File: config.mk
export PLATFORM = sky130hd
export DESIGN_NAME = row_balanced_weight_normalizer_core
export DESIGN_NICKNAME = d
export VERILOG_FILES = /design/src/hdl/rbwn_pkg.sv /design/src/hdl/rbwn_ram.sv /design/src/hdl/rbwn_divider.sv /design/src/hdl/rbwn_front.sv /design/src/hdl/rbwn_back.sv /design/src/hdl/row_balanced_weight_normalizer_core.sv
export SDC_FILE = /design/constraint.sdc
export NUM_CORES = 2
export LEC_CHECK = 0
export CAP_MARGIN = 15
export CORE_ASPECT_RATIO = 2
export CORE_UTILIZATION = 57
export DETAILED_ROUTE_END_ITERATION = 10
export DONT_BUFFER_PORTS = 1
export PLACE_DENSITY = 0.77
export SLEW_MARGIN = 20
export SYNTH_ARGS = -nofsm -noshare
export SYNTH_HDL_FRONTEND = slang
export SYNTH_SLANG_ARGS = --single-unit
File: constraint.sdc
create_clock -name clk -period 5.1 [get_ports clk]
set_input_delay 0.51 -clock clk [delete_from_list [all_inputs] [get_ports clk]]
set_output_delay 0.51 -clock clk [all_outputs]
set_load 0.03 [all_outputs]
File: src/hdl/rbwn_pkg.sv
package rbwn_pkg;

	localparam int ROW_LEN_MAX = 64;
	localparam int ROW_LEN_DEF = 64;
	localparam int SAMPLE_W = 16;
	localparam int SUM_W = 22;
	localparam int CENT_W = 18;
	// side total: up to 64 * 2^17
	localparam int TOT_W = 24;
	localparam int NUM_W = CENT_W + 15;
	localparam logic [TOT_W-1:0] TOTAL_ONE = TOT_W'(256);

	typedef struct packed {
		logic signed [15:0] sample;
		logic end_of_row;
	} in_item_t;

	typedef struct packed {
		logic signed [15:0] weight;
		logic last_in_row;
	} out_item_t;

	// row descriptor from the load side to the emit side
	typedef struct packed {
		logic [6:0] count;
		logic signed [SUM_W-1:0] sum;
		logic base;
	} row_desc_t;

endpackage

File: src/hdl/rbwn_ram.sv
module rbwn_ram #(
	parameter int WIDTH = 16,
	parameter int DEPTH = 128
) (
	input  logic clk,
	input  logic we,
	input  logic [$clog2(DEPTH)-1:0] waddr,
	input  logic [WIDTH-1:0] wdata,
	input  logic [$clog2(DEPTH)-1:0] raddr,
	output logic [WIDTH-1:0] rdata
);
	logic [WIDTH-1:0] mem [DEPTH];

	always_ff @(posedge clk) begin
		if (we) mem[waddr] <= wdata;
		rdata <= mem[raddr];
	end
endmodule

File: src/hdl/rbwn_divider.sv
// Restoring divider, one quotient bit per cycle, truncates toward zero.
module rbwn_divider
	import rbwn_pkg::*;
(
	input  logic clk,
	input  logic arst_n,
	input  logic go,
	input  logic signed [CENT_W-1:0] centered,
	input  logic [TOT_W-1:0] total,
	output logic done,
	output logic signed [15:0] quot
);
	localparam int CNT_W = $clog2(NUM_W + 1);

	logic [NUM_W-1:0] num_q;
	logic [NUM_W-1:0] q_q;
	logic [TOT_W:0] rem_q;
	logic [TOT_W-1:0] den_q;
	logic neg_q;
	logic busy_q;
	logic [CNT_W-1:0] cnt_q;
	logic [TOT_W:0] trial;
	logic [NUM_W:0] sq;
	logic [CENT_W-1:0] mag;

	assign mag = centered[CENT_W-1] ? CENT_W'(-centered) : centered;
	assign trial = {rem_q[TOT_W-1:0], num_q[NUM_W-1]};

	always_ff @(posedge clk or negedge arst_n) begin
		if (!arst_n) begin
			busy_q <= 1'b0;
			done <= 1'b0;
			cnt_q <= '0;
		end else begin
			done <= 1'b0;
			if (go) begin
				busy_q <= 1'b1;
				cnt_q <= CNT_W'(NUM_W);
			end else if (busy_q) begin
				cnt_q <= cnt_q - 1'b1;
				if (cnt_q == CNT_W'(1)) begin
					busy_q <= 1'b0;
					done <= 1'b1;
				end
			end
		end
	end

	always_ff @(posedge clk) begin
		if (go) begin
			num_q <= {mag, 15'd0};
			den_q <= total;
			rem_q <= '0;
			q_q <= '0;
			neg_q <= centered[CENT_W-1];
		end else if (busy_q) begin
			num_q <= {num_q[NUM_W-2:0], 1'b0};
			if (trial >= {1'b0, den_q}) begin
				rem_q <= trial - {1'b0, den_q};
				q_q <= {q_q[NUM_W-2:0], 1'b1};
			end else begin
				rem_q <= trial;
				q_q <= {q_q[NUM_W-2:0], 1'b0};
			end
		end
	end

	always_comb begin
		sq = neg_q ? -{1'b0, q_q} : {1'b0, q_q};
		if (!neg_q && q_q > NUM_W'(32767)) quot = 16'sd32767;
		else if (neg_q && q_q > NUM_W'(32768)) quot = -16'sd32768;
		else quot = sq[15:0];
	end
endmodule

File: src/hdl/rbwn_front.sv
// Load side: write samples to the row buffer, accumulate, hand off finished rows.
module rbwn_front
	import rbwn_pkg::*;
#(
	parameter int ROW_LEN = ROW_LEN_DEF
) (
	input  logic clk,
	input  logic arst_n,
	input  logic start,
	input  in_item_t in_item,
	input  logic q_full,
	output logic busy,
	output logic wr_en,
	output logic [6:0] wr_addr,
	output logic push,
	output row_desc_t push_desc
);
	logic [6:0] count_q;
	logic signed [SUM_W-1:0] sum_q;
	logic base_q;
	logic accept;
	logic row_end;
	logic [6:0] count_nx;

	assign busy = q_full;
	assign accept = start && !busy;
	assign count_nx = count_q + 7'd1;
	assign row_end = in_item.end_of_row || (count_nx >= 7'(ROW_LEN));
	assign wr_en = accept;
	assign wr_addr = {base_q, count_q[5:0]};
	assign push = accept && row_end;
	assign push_desc = '{count: count_nx,
		sum: sum_q + SUM_W'(in_item.sample), base: base_q};

	always_ff @(posedge clk or negedge arst_n) begin
		if (!arst_n) begin
			count_q <= '0;
			sum_q <= '0;
			base_q <= 1'b0;
		end else if (accept) begin
			if (row_end) begin
				count_q <= '0;
				sum_q <= '0;
				base_q <= !base_q;
			end else begin
				count_q <= count_nx;
				sum_q <= sum_q + SUM_W'(in_item.sample);
			end
		end
	end

	property p_cnt_range;
		@(posedge clk) disable iff (!arst_n) count_q < 7'(ROW_LEN);
	endproperty
	a_cnt_range: assert property (p_cnt_range) else $error("row count overflow");
	a_no_push_full: assert property (@(posedge clk) disable iff (!arst_n)
		push |-> !q_full) else $error("push into full queue");
	a_flip: assert property (@(posedge clk) disable iff (!arst_n)
		push |=> base_q != $past(base_q)) else $error("buffer half not swapped");
endmodule

File: src/hdl/rbwn_back.sv
// Emit side: mean, side totals pass, then one division per element.
module rbwn_back
	import rbwn_pkg::*;
(
	input  logic clk,
	input  logic arst_n,
	input  logic q_valid,
	input  row_desc_t q_desc,
	output logic pop,
	output logic [6:0] rd_addr,
	input  logic signed [SAMPLE_W-1:0] rd_data,
	output logic strobe,
	output out_item_t result
);
	localparam logic [2:0] ST_IDLE = 3'd0;
	localparam logic [2:0] ST_MEAN = 3'd1;
	localparam logic [2:0] ST_SUM = 3'd2;
	localparam logic [2:0] ST_RD = 3'd3;
	localparam logic [2:0] ST_DIV = 3'd4;
	localparam logic [2:0] ST_WAIT = 3'd5;

	logic [2:0] state_q;
	row_desc_t desc_q;
	logic [6:0] idx_q;
	logic [6:0] sidx_q;
	logic rvalid_q;
	logic signed [SUM_W-1:0] mrem_q;
	logic signed [CENT_W-1:0] mean_q;
	logic [SUM_W-1:0] macc_q;
	logic [TOT_W-1:0] pos_q, neg_q;
	logic signed [CENT_W-1:0] cent;
	logic [TOT_W-1:0] tot;
	logic div_go, div_done;
	logic signed [15:0] quot;
	logic [SUM_W-1:0] sum_mag;
	logic [SUM_W-1:0] mtrial;

	assign cent = CENT_W'(rd_data) - mean_q;
	assign rd_addr = {desc_q.base, idx_q[5:0]};
	// release the row's buffer half only once its last weight is out
	assign pop = (state_q == ST_DIV) && div_done && (sidx_q + 7'd1 == desc_q.count);
	assign sum_mag = q_desc.sum[SUM_W-1] ? SUM_W'(-q_desc.sum) : SUM_W'(q_desc.sum);
	// mean by shift-and-subtract division by count, one quotient bit per cycle
	assign mtrial = {macc_q[SUM_W-2:0], 1'b0} | SUM_W'(mrem_q[SUM_W-1]);

	rbwn_divider u_div (
		.clk(clk), .arst_n(arst_n), .go(div_go), .centered(cent),
		.total(tot), .done(div_done), .quot(quot));

	assign tot = (cent > 0) ? (pos_q == '0 ? TOTAL_ONE : pos_q)
		: (neg_q == '0 ? TOTAL_ONE : neg_q);
	assign div_go = (state_q == ST_RD) && rvalid_q;

	always_ff @(posedge clk or negedge arst_n) begin
		if (!arst_n) begin
			state_q <= ST_IDLE;
			strobe <= 1'b0;
			idx_q <= '0;
			sidx_q <= '0;
			rvalid_q <= 1'b0;
		end else begin
			strobe <= 1'b0;
			unique case (state_q)
				ST_IDLE: if (q_valid) begin
					state_q <= ST_MEAN;
					idx_q <= 7'(SUM_W);
				end
				ST_MEAN: begin
					idx_q <= idx_q - 7'd1;
					if (idx_q == 7'd1) begin
						state_q <= ST_SUM;
						idx_q <= '0;
						sidx_q <= '0;
						rvalid_q <= 1'b0;
					end
				end
				ST_SUM: begin
					rvalid_q <= idx_q < desc_q.count;
					if (idx_q < desc_q.count) idx_q <= idx_q + 7'd1;
					if (rvalid_q) sidx_q <= sidx_q + 7'd1;
					if (rvalid_q && sidx_q + 7'd1 == desc_q.count) begin
						state_q <= ST_RD;
						idx_q <= '0;
						sidx_q <= '0;
						rvalid_q <= 1'b0;
					end
				end
				ST_RD: begin
					if (rvalid_q) begin
						state_q <= ST_DIV;
						rvalid_q <= 1'b0;
					end else begin
						rvalid_q <= 1'b1;
					end
				end
				ST_DIV: if (div_done) begin
					strobe <= 1'b1;
					sidx_q <= sidx_q + 7'd1;
					idx_q <= idx_q + 7'd1;
					state_q <= (sidx_q + 7'd1 == desc_q.count) ? ST_IDLE : ST_RD;
				end
				ST_WAIT: state_q <= ST_IDLE;
				default: state_q <= ST_IDLE;
			endcase
		end
	end

	always_ff @(posedge clk) begin
		if (state_q == ST_IDLE) begin
			desc_q <= q_desc;
			mrem_q <= SUM_W'(sum_mag);
			macc_q <= '0;
			pos_q <= '0;
			neg_q <= '0;
		end
		if (state_q == ST_MEAN) begin
			// shift dividend bits into remainder, compare with count
			mrem_q <= mrem_q <<< 1;
			if (mtrial >= SUM_W'(desc_q.count)) begin
				macc_q <= mtrial - SUM_W'(desc_q.count);
				mean_q <= (mean_q <<< 1) | CENT_W'(1);
			end else begin
				macc_q <= mtrial;
				mean_q <= mean_q <<< 1;
			end
			if (idx_q == 7'(SUM_W)) mean_q <= '0;
			if (idx_q == 7'd1) begin
				if (mtrial >= SUM_W'(desc_q.count))
					mean_q <= desc_q.sum[SUM_W-1] ? -((mean_q <<< 1) | CENT_W'(1))
						: ((mean_q <<< 1) | CENT_W'(1));
				else
					mean_q <= desc_q.sum[SUM_W-1] ? -(mean_q <<< 1) : (mean_q <<< 1);
			end
		end
		if (state_q == ST_SUM && rvalid_q) begin
			if (cent > 0) pos_q <= pos_q + TOT_W'(cent);
			else neg_q <= neg_q + TOT_W'(-cent);
		end
		result.weight <= quot;
		result.last_in_row <= (sidx_q + 7'd1 == desc_q.count);
	end

	a_div_idle: assert property (@(posedge clk) disable iff (!arst_n)
		div_done |-> state_q == ST_DIV) else $error("stray divider result");
	a_strobe_src: assert property (@(posedge clk) disable iff (!arst_n)
		strobe |-> $past(div_done)) else $error("result without division");
	a_pop_idle: assert property (@(posedge clk) disable iff (!arst_n)
		pop |=> state_q == ST_IDLE) else $error("pop did not end row");
endmodule

File: src/hdl/row_balanced_weight_normalizer_core.sv
// Row-balanced weight normalizer.
// Input: start/busy command channel carrying in_item (sample, end_of_row).
// An item transfers on a clock edge with start high and busy low.
// Samples load one per cycle, unless busy, into one half of a double row
// buffer. A row ends on end_of_row or when ROW_LEN elements are held; its
// count and sum then go to a two-entry row queue, and loading continues in
// the other half. A queued row keeps its half until its last weight is out,
// so busy is high while two finished rows are held (one emitting, one waiting).
// Output: strobe marks result for one cycle; the receiver cannot stall.
// The emit side per row: the mean (an idle state, then a bit-serial division
// of the sum by count), a pass over the buffer for the side totals, then per
// element a buffer read plus a division of its centered value and its done
// pulse; one element is divided at a time. The divider sets the throughput.
// Reset clears counters, queue and state; buffer contents need no reset.
module row_balanced_weight_normalizer_core
	import rbwn_pkg::*;
#(
	parameter int ROW_LEN = ROW_LEN_DEF
) (
	input  logic clk,
	input  logic arst_n,
	input  logic start,
	input  in_item_t in_item,
	output logic busy,
	output logic strobe,
	output out_item_t result
);
	logic wr_en, push, pop;
	logic [6:0] wr_addr, rd_addr;
	row_desc_t push_desc;
	row_desc_t qd_q [2];
	logic [1:0] qcnt_q;
	logic qrd_q, qwr_q;
	logic [SAMPLE_W-1:0] rd_data;

	rbwn_front #(.ROW_LEN(ROW_LEN)) u_front (
		.clk(clk), .arst_n(arst_n), .start(start), .in_item(in_item),
		.q_full(qcnt_q == 2'd2), .busy(busy), .wr_en(wr_en), .wr_addr(wr_addr),
		.push(push), .push_desc(push_desc));

	rbwn_ram #(.WIDTH(SAMPLE_W), .DEPTH(2 * ROW_LEN_MAX)) u_buf (
		.clk(clk), .we(wr_en), .waddr(wr_addr), .wdata(in_item.sample),
		.raddr(rd_addr), .rdata(rd_data));

	always_ff @(posedge clk or negedge arst_n) begin
		if (!arst_n) begin
			qcnt_q <= '0;
			qrd_q <= 1'b0;
			qwr_q <= 1'b0;
		end else begin
			if (push) qwr_q <= !qwr_q;
			if (pop) qrd_q <= !qrd_q;
			qcnt_q <= qcnt_q + {1'b0, push} - {1'b0, pop};
		end
	end

	always_ff @(posedge clk) begin
		if (push) qd_q[qwr_q] <= push_desc;
	end

	rbwn_back u_back (
		.clk(clk), .arst_n(arst_n), .q_valid(qcnt_q != 2'd0), .q_desc(qd_q[qrd_q]),
		.pop(pop), .rd_addr(rd_addr), .rd_data(rd_data),
		.strobe(strobe), .result(result));

	a_q_bound: assert property (@(posedge clk) disable iff (!arst_n)
		qcnt_q <= 2'd2) else $error("row queue overflow");
	a_busy_full: assert property (@(posedge clk) disable iff (!arst_n)
		busy |-> qcnt_q == 2'd2) else $error("busy without full queue");
	a_pop_valid: assert property (@(posedge clk) disable iff (!arst_n)
		pop |-> qcnt_q != 2'd0) else $error("pop from empty queue");
endmodule

# Word-level counts from Yosys, hierarchy flattened
# Memory sizes are Yosys's and may differ from the RTL's. A register that Yosys moved wholly into a read port is not among the register bits.
# Cells that the tools add are included.
# word_totals
ff_bits	317
ram_bits	2108
n_memories	2
# mem_list
memory	words	width	read_ports	rd_clocked_by_memory_dff	wr	line	source
u_buf.mem	128	16	1	1	1	rbwn_ram.sv:12	logic [WIDTH-1:0] mem [DEPTH];
qd_q	2	30	1	0	1	row_balanced_weight_normalizer_core.sv:31	row_desc_t qd_q [2];
# op_classes
n_mux	66
bitwise	1
addsub	19
n_lt_le_gt_ge	7
eq_ne	16
n_reduce_logical	29
# ops
cell	count
24-bit 2-to-1 mux	10
18-bit 2-to-1 mux	6
22-bit 2-to-1 mux	4
7-bit 2-to-1 mux	10
33-bit 2-to-1 mux	2
21-bit 2-to-1 mux	3
18-bit negator	3
24-bit adder	2
24-bit zero test	2
33-bit by 15-bit greater-than comparator with 1-bit output (second input constant)	1
33-bit by 16-bit greater-than comparator with 1-bit output (second input constant)	1
16-bit 2-to-1 mux	2
7-bit one-hot mux with 4 select lines	1
25-bit by 24-bit >= comparator with 1-bit output	1
18-bit negator with 24-bit output	1
24-bit subtractor	1
22-bit by 16-bit adder with 22-bit output	1
22-bit by 7-bit >= comparator with 1-bit output	1
22-bit negator	1
22-bit by 1-bit OR with 22-bit output	1
7-bit by 1-bit adder with 7-bit output (second input constant)	3
7-bit one-hot mux with 3 select lines	1
21-bit by 7-bit subtractor with 21-bit output	1
18-bit by 1-bit greater-than comparator with 1-bit output (second input constant)	1
other kinds (35)	78

# Depth between registers and ports, before layout
# logic_depth
depth_word	6
mapped_depth	24

# Modules after synthesis
# From an unflattened synthesis, not the netlist that was laid out.
# hier_totals
hier_cells	5470
area_unflattened_um2	100856.7
# modules_own_cells
module	seq_area_each_um2	cells_each	area_per_inst_um2	n_inst
rbwn_ram	61819.3	3086	78522.8	1
rbwn_back	3868.7	1301	11217.0	1
rbwn_divider	2632.5	704	6323.6	1
rbwn_front	750.7	271	2421.1	1
row_balanced_weight_normalizer_core	1901.8	108	2372.3	1

# Worst setup path before layout
# OpenSTA, ideal clock, no wires.
# synth_timing
path_type	reg-to-reg
from	reg u_back.mean_q[1]
to	reg u_back.neg_q[14]
setup_ns	0.124
stages_incl_launch_ff	23
t_arrival_ns	5.121
required_time_ns	4.976
setup_slack_ns	-0.145
cell_sequence	edfxtp_1 inv_1 ha_1 nor2b_1 o31a_1 o21a_1 or3_1 and2_1 inv_1 ha_1 o21ai_0 nand2b_1 a31o_2 a21o_1 maj3_1 maj3_1 maj3_1 maj3_1 maj3_1 xnor2_1 nor2_1 o21ai_0 o21ai_0
# synth_via
elab_chain_cells	5
elab_cells_between_ends	6
cone_classes	3 x add/sub; 1 x order compare; 2 x mux
# synth_lines
item	line	source
from (decl)	rbwn_back.sv:28	logic signed [CENT_W-1:0] mean_q;
from (signal assigned)	rbwn_back.sv:121	mean_q <= (mean_q <<< 1) | CENT_W'(1);
from (signal assigned)	rbwn_back.sv:124	mean_q <= mean_q <<< 1;
from (signal assigned)	rbwn_back.sv:129	mean_q <= desc_q.sum[SUM_W-1] ? -((mean_q <<< 1) | CENT_W'(1))
16-bit by 18-bit subtractor with 18-bit output (*)	rbwn_back.sv:38	assign cent = CENT_W'(rd_data) - mean_q;
18-bit negator with 24-bit output	rbwn_back.sv:137	else neg_q <= neg_q + TOT_W'(-cent);
24-bit adder	rbwn_back.sv:137	
24-bit 2-to-1 mux (*)	rbwn_back.sv:136	if (cent > 0) pos_q <= pos_q + TOT_W'(cent);
24-bit 2-to-1 mux (*)	rbwn_back.sv:135	if (state_q == ST_SUM && rvalid_q) begin
to (signal assigned)	rbwn_back.sv:137	
to (decl)	rbwn_back.sv:30	logic [TOT_W-1:0] pos_q, neg_q;
# Mark *: on every way between the ends. The rest lies on a longest branch, timed or not.
# A chain may end at the register's enable or synchronous reset.

# Worst setup path in the final report
# layout_timing
from	reg u_back.mean_q[1]
to	reg u_back.neg_q[17]
# The elaborated chain is that of the path after synthesis.

==> impl_metrics.csv <==
group,metric,value,unit
status,status,"finished clean",
synth,yosysTopAreaCell,"edfxtp_1",
clocking,clk_path_buf_depth,4,
place,globalplace.congestion,0.9115,
synth,synth-seq-cells,2420,
synth,avgSynthCellArea,18.71,sq um
worst_setup_path,cp.required,5.79,ns
sta,hold_viol_final,0,
synth,synth_commonest_cells,"2220 x edfxtp_1, 672 x mux4_2, 301 x nor2_1",
synth,synth.area.top_cells,"edfxtp_1 67%, mux4_2 15%, dfxtp_1 2.8%",
synth,ys_warn_count,0,
floorplan,rows,216,
worst_setup_path,cp_common_cell,"maj3_2",
sta,grt_setup_unrepaired,"true",
finish,multi_input_area,27410,sq um
pwr,p_total,63.96,mW
sta,setup_slack,0.03211,ns
worst_setup_path,cp-end-kind,"flip-flop",
clocking,cts_tree,"yes",
grt,grt_pass1_vias,55160,
worst_hold_path,hold_class,"in2reg",
synth,ys.flop_type,"edfxtp_1",
place,hpwl,145.9,mm
sta,setup_viol,0,
worst_setup_path,crit_fanout,4,
synth,synthCells,5323,
sta,timing.final.crit_period,5.068,ns
sta,skew,0.04721,ns
floorplan,die_area,176500,sq um
synth,async_flop_share,2.521,%
place,place.port_buffers,0,
clocking,clk_pin_slew,0.07,ns
finish,area_delta_synth_final,11.59,%
synth,synth_cell_type_count,84,
grt,grt_usage,28.85,%
grt,grt_pass1_wl,368.5,mm
finish,fill_cells,11020,
finish,drive_gt1_share,24.25,%
synth,yosysSeqAreaShare,71.27,%
floorplan,ios,39,
synth,synth-edff-count,2220,
grt,antenna_found_initial,23,
grt,grt_max_degree,132,
place,post-place-ws,-0.09818,ns
drt,first_pass_iters,5,
worst_setup_path,cp_slowest_cell,"edfxtp_1",
drt,drtAntennaViolNets,0,
synth,syn_nets,5475,
pwr,p_leak,36.56,nW
worst_setup_path,crit_arrival,5.76,ns
drt,drtIter0Drc,5464,
drt,drc,0,
synth,syn_area,99580,sq um
floorplan,die_x,297.6,um
drt,routed_wl,252.7,mm
clocking,clock-sinks,2420,
floorplan,die_h,593.1,um
sta,min_period_over_period,99.37,%
pwr,vdd_drop_max,558.2,uV
drt,wl_per_cell,31.47,um
clocking,clock_latency,0.84,ns
sta,relSlewSlack,29.55,%
worst_setup_path,critPathKind,"reg2reg",
finish,regArea,71000,sq um
worst_setup_path,path_cells,"inv_2 -> ha_4 -> nor2b_4 -> o31a_1 -> o21a_1 -> or3_4 -> and2_4 -> inv_2 -> ha_4 -> buf_6 -> or4_4 -> o211ai_1 -> o21a_1 -> maj3_2 -> maj3_2 -> maj3_2 -> o221ai_4 -> a311oi_4 -> a211oi_4 -> buf_6 -> xnor2_2 -> nor3_1 -> o21bai_1",
clocking,cts-root-buf,"clkbuf_16",
pwr,powerDensity,575.6,nW/um^2
finish,layout.nets,5720,
drt,via_count,52890,
sta,slew_viol_final,0,
synth,yosysTopAreaCellShare,66.94,%
floorplan,core_area,173200,sq um
worst_setup_path,start_kind,"flip-flop",
drt,avgViaCountPerCell,6.588,
job,drv_cap,0,
clocking,cts_inserted_buffers,199,
sta,max_clock_freq,0.1973,GHz
synth,yosysMostFrequentCell,"edfxtp_1",
clocking,h-tree-depth,4,
floorplan,start_util,57.48,%
worst_setup_path,cpPeakStageDelay,0.42,ns
grt,grt_overflow,0,
sta,worstMarginPinSlew,1.047,ns
## layer usage
metal | vias to the layer above | GRT usage (%) | share of wire (%)
li1 | 22010 | - | -
met2 | 2731 | 54.28 | 55
met3 | 771 | 3.852 | 6.0
met5 | - | 0 | 0.030
met1 | 27370 | 29.94 | 31
met4 | 10 | 18.58 | 7.4
## final cells by class
type,count,share of cell area [%]
Antenna cell,12,0.02702
Clock buffer,226,4.666
Clock inverter,134,1.216
Inverter,123,0.4200
Multi-Input combinational cell,2527,24.66
Sequential cell,2420,63.89
Tap cell,2289,2.577
Timing Repair Buffer,297,2.542
## critical path, delay by kind of cell, from the launching register on
| kind | cells | cell delay (ns) |
|---|---|---|
| simple gates | 5 | 0.77 |
| compound gates | 8 | 1.84 |
| buf+inv | 4 | 0.43 |
| xor+xnor | 1 | 0.11 |
| flops | 1 | 0.42 |
| fa+ha+maj | 5 | 1.34 |
## power by group
part | switching, mW | total [mW] | leakage [nW] | internal (mW)
Sequential | 1.38 | 24.8 | 22.0 | 23.4
Clock | 7.14 | 15.7 | 3.19 | 8.57
Combinational | 13.2 | 23.4 | 11.4 | 10.2
Total | 21.7 | 64.0 | 36.6 | 42.2
## what timing repair did
action,in CTS,in global routing
endpoints found under the hold margin,2112,0
hold buffers,21,0
resized for setup,22,28
buffers inserted,7,6
endpoints found under the setup margin,8,18
pin swaps,20,21
## kinds of logic (layout without fill, tap and decap cells)
family	count (synthesis)	after routing	share of synthesized area, %
DFF	2420	2420	71.27
and+or+nand+nor	881	881	4.110
AOI/OAI and AO/OA	556	556	3.570
xor gates and xnor gates	158	158	1.390
buffers and inverters	376	780	1.424
other	0	12	0
adders and majority gates	141	141	1.798
muxes	791	791	16.44
## stage by stage
stage	utilization [%]	std cells	instance area (sq um)	setup TNS [ns]	hold WS, ns
4_1_cts	64.05	8010	111000	0	0.02030
2_1_floorplan	-	5323	99590	0	0.2144
3_5_place_dp	59.90	7623	103800	-0.3919	0.2204
6_report	64.15	8028	111100	0	0.06133
5_1_grt	64.14	8025	111100	-0.8040	0.06823
3_3_place_gp	59.90	7623	103800	-0.2633	0.2200
## path summary, 6_finish.rpt
path / start / to / slack (ns) / depth (start not counted)
worst max-delay path: u_back.mean_q[1]$_DFFE_PP_ / u_back.neg_q[17]$_DFF_P_ / 0.03 / 23
worst min-delay path: in_item[16] / u_buf.mem[123][15]$_DFFE_PP_ / 0.06 / 1
worst min register to register: u_front.sum_q[3]$_DFFE_PN0P_ / u_front.sum_q[3]$_DFFE_PN0P_ / 0.48 / 2
min in group asynchronous: arst_n / u_front.sum_q[20]$_DFFE_PN0P_ / 0.21 / 2
max in group asynchronous: arst_n / u_back.idx_q[1]$_DFFE_PN0P_ / 4.49 / 2
worst max register to register: u_back.mean_q[1]$_DFFE_PP_ / u_back.neg_q[17]$_DFF_P_ / 0.03 / 23
## state kept, by name, indices dropped and copies added (netlist names), 7 cells and up
name and count:
u_back.macc_q 21, u_buf.rdata 16, u_back.u_div.rem_q 24, u_front.sum_q 22
u_back.mean_q 18, u_back.u_div.q_q 33, u_back.u_div.num_q 18, u_back.desc_q 8
u_back.sidx_q 7, u_back.idx_q 7, u_buf.mem 2048, u_front.count_q 7
qd_q 60, u_back.pos_q 24, u_back.mrem_q 22, u_back.result 17
u_back.neg_q 24, u_back.u_div.den_q 24
## layout by cell type (no fill, tap or decap), types with 20 or more instances in the layout
cell / count
edfxtp_1: 2220
mux4_2: 672
nor2_1: 298
buf_4: 255
nand2_1: 212
clkbuf_16: 202
o21ai_0: 185
dfxtp_1: 139
ha_1: 122
inv_1: 115
a21oi_1: 105
xnor2_1: 92
nand3_1: 92
mux2i_1: 82
xor2_1: 62
nor3_1: 55
dfrtp_1: 53
clkinv_1: 40
clkinv_2: 39
mux2_2: 37
nor2b_1: 33
a21o_1: 31
or3_1: 30
nand2b_1: 30
a211oi_1: 25
o31ai_1: 24
nor4_1: 24
bufinv_16: 24
a31oi_1: 23
and3_1: 22
a22o_1: 22
clkbuf_1: 20
Power figures use the tool's default switching activity.
